`src/rtl/scdp_pkg.sv`:
```
`default_nettype none

package scdp_pkg;

  // Block sizing
  localparam int MAX_WIDTH    = 1024;
  localparam int COST_BITS    = 24;
  localparam int HEIGHT_LIMIT = 1024;

  // Field and register widths
  localparam int ENERGY_BITS = 12;
  localparam int DIM_BITS    = 11;
  localparam int COL_BITS    = $clog2(MAX_WIDTH);
  localparam int ROW_BITS    = $clog2(HEIGHT_LIMIT);
  localparam int CNT_BITS    = (DIM_BITS > COL_BITS + 1) ? DIM_BITS : COL_BITS + 1;

  // Stream bus widths, padded to whole bytes
  localparam int IN_TDATA_BITS  = ((ENERGY_BITS + 7) / 8) * 8;
  localparam int OUT_TDATA_BITS = ((COST_BITS + 7) / 8) * 8;

  // Configuration register indexes
  localparam int CFG_IDX_BITS = 1;
  localparam logic [CFG_IDX_BITS-1:0] CFG_IMAGE_WIDTH  = 1'd0;
  localparam logic [CFG_IDX_BITS-1:0] CFG_IMAGE_HEIGHT = 1'd1;

  localparam logic [DIM_BITS-1:0] DIM_RESET = DIM_BITS'(1024);

  typedef logic [COST_BITS-1:0] cost_t;

  typedef struct packed {
    logic  frame_last;
    cost_t seam_cost;
  } out_item_t;

endpackage

`default_nettype wire

```
`src/rtl/scdp_out_buf.sv`:
```
`default_nettype none

// Two-entry result buffer: keeps the input side moving while the
// receiver stalls, until both entries are full.
module scdp_out_buf (
  input  wire logic                clk,
  input  wire logic                rst_n,
  input  wire logic                push_valid,
  output logic                     push_ready,
  input  wire scdp_pkg::out_item_t push_item,
  output logic                     pop_valid,
  input  wire logic                pop_ready,
  output scdp_pkg::out_item_t      pop_item
);
  import scdp_pkg::*;

  out_item_t  entry_r [2];
  logic       wr_ptr_r;
  logic       rd_ptr_r;
  logic [1:0] count_r;
  logic [1:0] count_nxt;
  logic       push;
  logic       pop;

  assign push_ready = (count_r != 2'd2);
  assign pop_valid  = (count_r != 2'd0);
  assign pop_item   = entry_r[rd_ptr_r];

  assign push = push_valid && push_ready;
  assign pop  = pop_valid && pop_ready;

  always_comb begin
    count_nxt = count_r;
    if (push && !pop) begin
      count_nxt = count_r + 2'd1;
    end else if (pop && !push) begin
      count_nxt = count_r - 2'd1;
    end
  end

  always_ff @(posedge clk) begin
    if (!rst_n) begin
      wr_ptr_r <= 1'b0;
      rd_ptr_r <= 1'b0;
      count_r  <= 2'd0;
    end else begin
      count_r <= count_nxt;
      if (push) begin
        wr_ptr_r <= ~wr_ptr_r;
      end
      if (pop) begin
        rd_ptr_r <= ~rd_ptr_r;
      end
    end
  end

  always_ff @(posedge clk) begin
    if (push) begin
      entry_r[wr_ptr_r] <= push_item;
    end
  end

  a_count_range: assert property (@(posedge clk) disable iff (!rst_n)
    count_r != 2'd3)
    else $error("out buffer count out of range");

  a_ptr_gap: assert property (@(posedge clk) disable iff (!rst_n)
    (count_r == 2'd0 || count_r == 2'd2) |-> (wr_ptr_r == rd_ptr_r))
    else $error("out buffer pointers disagree with count");

  a_count_step: assert property (@(posedge clk) disable iff (!rst_n)
    (push && !pop) |=> (count_r == $past(count_r) + 2'd1))
    else $error("out buffer count did not advance on push");

endmodule

`default_nettype wire

```
`config.mk`:
```
export PLATFORM = sky130hd
export DESIGN_NAME = scdp_out_buf
export DESIGN_NICKNAME = d
export VERILOG_FILES = /design/src/rtl/scdp_pkg.sv /design/src/rtl/scdp_out_buf.sv
export SDC_FILE = /design/constraint.sdc
export NUM_CORES = 1
export LEC_CHECK = 0
export BUFFER_PORTS_ARGS = -buffer_cell sky130_fd_sc_hd__buf_2
export CORE_ASPECT_RATIO = 1.2
export CORE_MARGIN = 3
export CORE_UTILIZATION = 46
export CTS_CLUSTER_DIAMETER = 120
export DETAILED_ROUTE_END_ITERATION = 7
export GPL_TIMING_DRIVEN = 0
export PLACE_DENSITY_LB_ADDON = 0.12
export SETUP_SLACK_MARGIN = 0.05
export SLEW_MARGIN = 20
export SYNTH_ARGS = -nofsm -noshare
export SYNTH_HDL_FRONTEND = slang
export SYNTH_SLANG_ARGS = --single-unit
```
`constraint.sdc`:
```
create_clock -name clk -period 1.7 [get_ports clk]
set_input_delay 0.17 -clock clk [delete_from_list [all_inputs] [get_ports clk]]
set_output_delay 0.17 -clock clk [all_outputs]
set_load 0.03 [all_outputs]
```
Word level (Yosys, flattened, before mapping)
Memory sizes are Yosys's and may differ from the RTL's. A register that Yosys moved wholly into a read port is not among the register bits.
Cells that the tools add are included.
{"block": "word_totals", "latchBits": 0, "ff_bits": 4, "mem_count": 1, "word_cells": 23, "ramBits": 50, "romBits": 0, "output_inout_bits": 27, "in_bits": 29}
{"block": "op_classes", "shifts": 0, "n_lt_le_gt_ge": 0, "mul": 0, "n_div": 0, "n_mux": 6, "addsub": 2, "n_reduce_logical": 8, "bitwise_logic": 2, "eq_ne": 1}
{"memory": "entry_r", "depth": 2, "width": 25, "rd": 1, "rd_clocked_by_memory_dff": 1, "write_ports": 1, "line": "scdp_out_buf.sv:17", "text": "out_item_t entry_r [2];"}
{"cell": "1-bit logical AND", "count": 4}
{"cell": "1-bit 2-to-1 mux", "count": 4}
{"cell": "2-bit 2-to-1 mux", "count": 2}
{"cell": "2-bit nonzero test", "count": 2}
{"cell": "2-bit by 1-bit adder with 2-bit output (second input constant)", "count": 1}
{"cell": "1-bit logical NOT", "count": 2}
{"cell": "2-bit inequality test (second input constant)", "count": 1}
{"cell": "1-bit inverter", "count": 2}
{"cell": "2-bit by 1-bit subtractor with 2-bit output (second input constant)", "count": 1}

Depth between registers and ports, before layout
{"block": "depth", "ltp_word": 6, "ltp_mapped": 6, "ltp_nobuf": 6}

Worst setup path before layout
OpenSTA, ideal clock, no wires.
{"block": "synth_path", "path_kind": "flip-flop to flip-flop", "start": "register count_r[0]", "end": "memory entry_r[1][0] in the netlist's numbering, enable pin", "stages_incl_launch_ff": 3, "path_slack_ps": 11, "synth_period_minus_slack_ps": 1689, "required_ps": 1316, "setup_ps": 384, "t_arrival_ps": 1305, "path_buffers": 0, "cell_sequence": "dfxtp_1 nand2b_4 and3_1"}
{"block": "synth_via", "elab_chain_len": 4}
{"item": "start: declaration", "line": "scdp_out_buf.sv:20", "text": "logic [1:0] count_r;"}
{"item": "start signal: assignment", "line": "scdp_out_buf.sv:47", "text": "count_r <= count_nxt;"}
{"item": "2-bit inequality test", "line": "scdp_out_buf.sv:25", "text": "assign push_ready = (count_r != 2'd2);"}
{"item": "via push_ready", "line": "scdp_out_buf.sv:9", "text": "output logic push_ready,"}
{"item": "1-bit logical AND", "line": "scdp_out_buf.sv:29", "text": "assign push = push_valid && push_ready;"}
{"item": "1-bit 2-to-1 mux", "line": "scdp_out_buf.sv:58", "text": "if (push) begin"}
{"item": "1-bit 2-to-1 mux (implied by the code)", "line": "scdp_out_buf.sv:59", "text": "entry_r[wr_ptr_r] <= push_item;"}
{"item": "end: declaration", "line": "scdp_out_buf.sv:17"}
The timed path passes the listed nets, and every way through them passes these cells.

==> summary.md <==
| Metric | Value |
|---|---|
| Synth warnings | 0 |
| CP max stage delay | 0.34 ns |
| CP Capture Type | output pin |
| Max Fanout on Critical Path | 10 |
| Final nets | 195 |
| Detailed-route DRC error count | 0 |
| Largest net degree at the start of global routing | 26 |
| Final hold vios | 0 |
| Clock power frac | 17.4% |
| Commonest non-fill, non-tap cell in the layout | buf_2 |
| Placed cell areas | 2390 sq um |
| Fmax | 0.618 GHz |
| Routability Congestion | 0.664 |
| Die area | 5280 sq um |
| Worst EP required | 1.53 ns |
| RSZ-0062 raised after global routing | yes |
| Sw frac | 33.7% |
| Setup Viol. Count Final | 0 |
| Vias in the first global route | 1143 |
| Worst-margin pin slew | 0.607 ns |
| Commonest non-fill, non-tap cells in the layout | buf_2, edfxtp_1, mux2_2, clkbuf_8, and2_1 |
| CTS tree | yes |
| GRT overflow | 0 |
| Mean post-synth cell area | 20.0 sq um |
| Pwr dens | 1510 nW/um^2 |
| Status | finished, final reports clean |
| Drt first-iter violations | 66 |
| IO buf count | 55 |
| Final HPWL DP | 2320 microns |
| Core area | 4100 sq um |
| H-tree levels | 2 |
| Total Wirelength | 3400 microns |
| Vias | 1071 |
| Number of post-CTS setup repair buffers | 0 |
| Area growth syn-to-layout | 23.4% |
| Clock Skew | 0.00804 ns |
| Final critical-path required period | 1.62 ns |
| CP Cell Sequence | buf_6 > buf_8 > mux2_2 > buf_2 |
| CTS clk-pin slew, worst paths | 0.09 ns |
| Synth cell types | 20 |
| Post-synthesis sequential area ratio | 78.4% |
| Setup TNS | 0 ns |
| Worst path slowest cell | dfxtp_1 |
| Initial antenna violation count | 0 |
| Top Ports | 56 |
| Die width | 66.8 microns |
| Initial DRT Pass Iterations | 3 |
| Overall Global Routing Usage | 14.0% |
| Slew Viols, Final | 0 |
| Wire length per cell | 15.5 microns |
| Placed cells | 211 |
| Worst slew margin | 59.5% |
| Num Clock Sinks | 55 |
| # rows | 25 |
| Deepest clock path buffer count | 2 |
| ANT nets after route | 0 |
| WS Path Type | flip-flop to output pin |
| Share of cells above drive strength 1 | 59.0% |
| Ant diodes | 0 |
| Combinational power share | 36.0% |
| DIE HEIGHT | 79.0 microns |
| Leak pwr | 0.933 nW |
| Mapped cell area | 2040 sq um |
| Hold Crit Class | input pin to flip-flop |
| CP startpoint kind | flip-flop |
| Synth Net Count | 132 |
| CTS buffer count | 5 |
| Via/cell ratio | 4.87 |
| Sequential Power Share | 46.5% |
| First-pass GRT wire length | 5370 microns |
| Max VDD drop | 827 uV |
| Fill count | 325 |
| Fin crit share | 95.2% |
| Non-filler instance count after layout | 220 |
| Final Util | 61.5% |
| Root buf cell | clkbuf_8 |
| Post-route design area | 2520 sq um |
| Net Sw Power | 1.28 mW |
| Initial core utilization | 49.9% |
| Internal | 2.52 mW |
| Clock latency on the worst-skew pair | 0.30 ns |
| Max-Cap Viols | 0 |
| Data arrival, critical path | 1.45 ns |
| Cells after synthesis | 102 |
| Synthesized flop and latch total | 55 |
[worst paths after layout]
path | startpoint | slack, ns | cells after the start | to
setup / recovery | flip-flop | 0.08 | 4 | pop_item[10]
hold / removal | push_item[1] | 0.05 | 1 | entry_r[1][1]
setup reg to reg | count_r[0] | 0.15 | 6 | count_r[1]
hold reg to reg | count_r[1] | 0.54 | 2 | count_r[1]
[through the flow]
step	power (mW)	setup slack (ns)	hold WS, ns
after floorplan	2.76	0.109	0.269
after global placement	3.06	-0.0919	0.358
after detailed placement	3.11	-0.213	0.361
after CTS	3.82	0.0544	0.0421
after global routing	4.02	0.0117	0.0328
final	3.80	0.0824	0.0507
[synthesized netlist by cell type]
master    number  share of area (%)
edfxtp_1      50                 73
mux2_2        25                 14
dfxtp_1        5                4.9
and2_1         4                1.2
buf_2          2               0.49
xnor2_1        2               0.86
a21bo_2        1               0.49
a21boi_0       1               0.37
a21boi_1       1               0.37
and3_1         1               0.31
buf_4          1               0.37
ha_1           1               0.61
inv_1          1               0.18
nand2b_4       1               0.67
nand3b_1       1               0.37
o21ai_0        1               0.24
o21ai_1        1               0.24
or2_2          1               0.31
or3_1          1               0.31
xor2_1         1               0.43
[per-layer routing]
metal / share of wire (%) / global-route usage, % / vias to the layer above / wire length, microns
li1: - / - / 515 / -
met1: 39 / 15.1 / 515 / 1320
met2: 53 / 24.5 / 34 / 1790
met3: 6.9 / 5.66 / 7 / 235
met4: 1.6 / 4.88 / 0 / 53
met5: 0 / 0 / - / 0
[power groups by stage]
stage	clock network, mW	logic [mW]	registers, mW
after CTS	0.685	1.37	1.77
after detailed placement	0	1.31	1.80
after floorplan	0	0.984	1.77
final	0.663	1.37	1.77
after global routing	0.745	1.48	1.79
after global placement	0	1.28	1.78
[flip-flops by register name (all words and copies together) (netlist names), named ones only]
register / cells
wr_ptr_r: 1
entry_r: 50
rd_ptr_r: 1
count_r: 2
[layout make-up]
type / instances / area (sq um) / area share [%]
multi-input combinational: 43 / 434 / 17.2
timing repair inverter: 1 / 7.51 / 0.298
sequential: 55 / 1600 / 63.6
buffer: 3 / 41.3 / 1.64
clock inverter: 3 / 15.0 / 0.596
clock buffer: 5 / 68.8 / 2.73
timing repair buffer: 55 / 275 / 10.9
inverter: 1 / 7.51 / 0.298
tap: 54 / 67.6 / 2.68
[worst max-delay path, delay by kind of cell (launching register included)]
kind | cells | cell delay [ns]
buf+inv | 3 | 0.46
flops | 1 | 0.34
mux | 1 | 0.34
[timing repair]
action | CTS | global route
gates cloned | 1 | 0
setup endpoints to repair | 45 | 45
hold buffers | 0 | 0
resized for setup | 7 | 5
[cells by family after synthesis]
kind of cell | count (synthesis) | synth area share, %
mux | 25 | 13.8
simple gates | 9 | 3.18
compound gates | 5 | 1.71
fa+ha+maj | 1 | 0.612
flops | 55 | 78.4
xor+xnor | 3 | 1.29
buf+inv | 4 | 1.04
(Power assumes the default switching activity.)
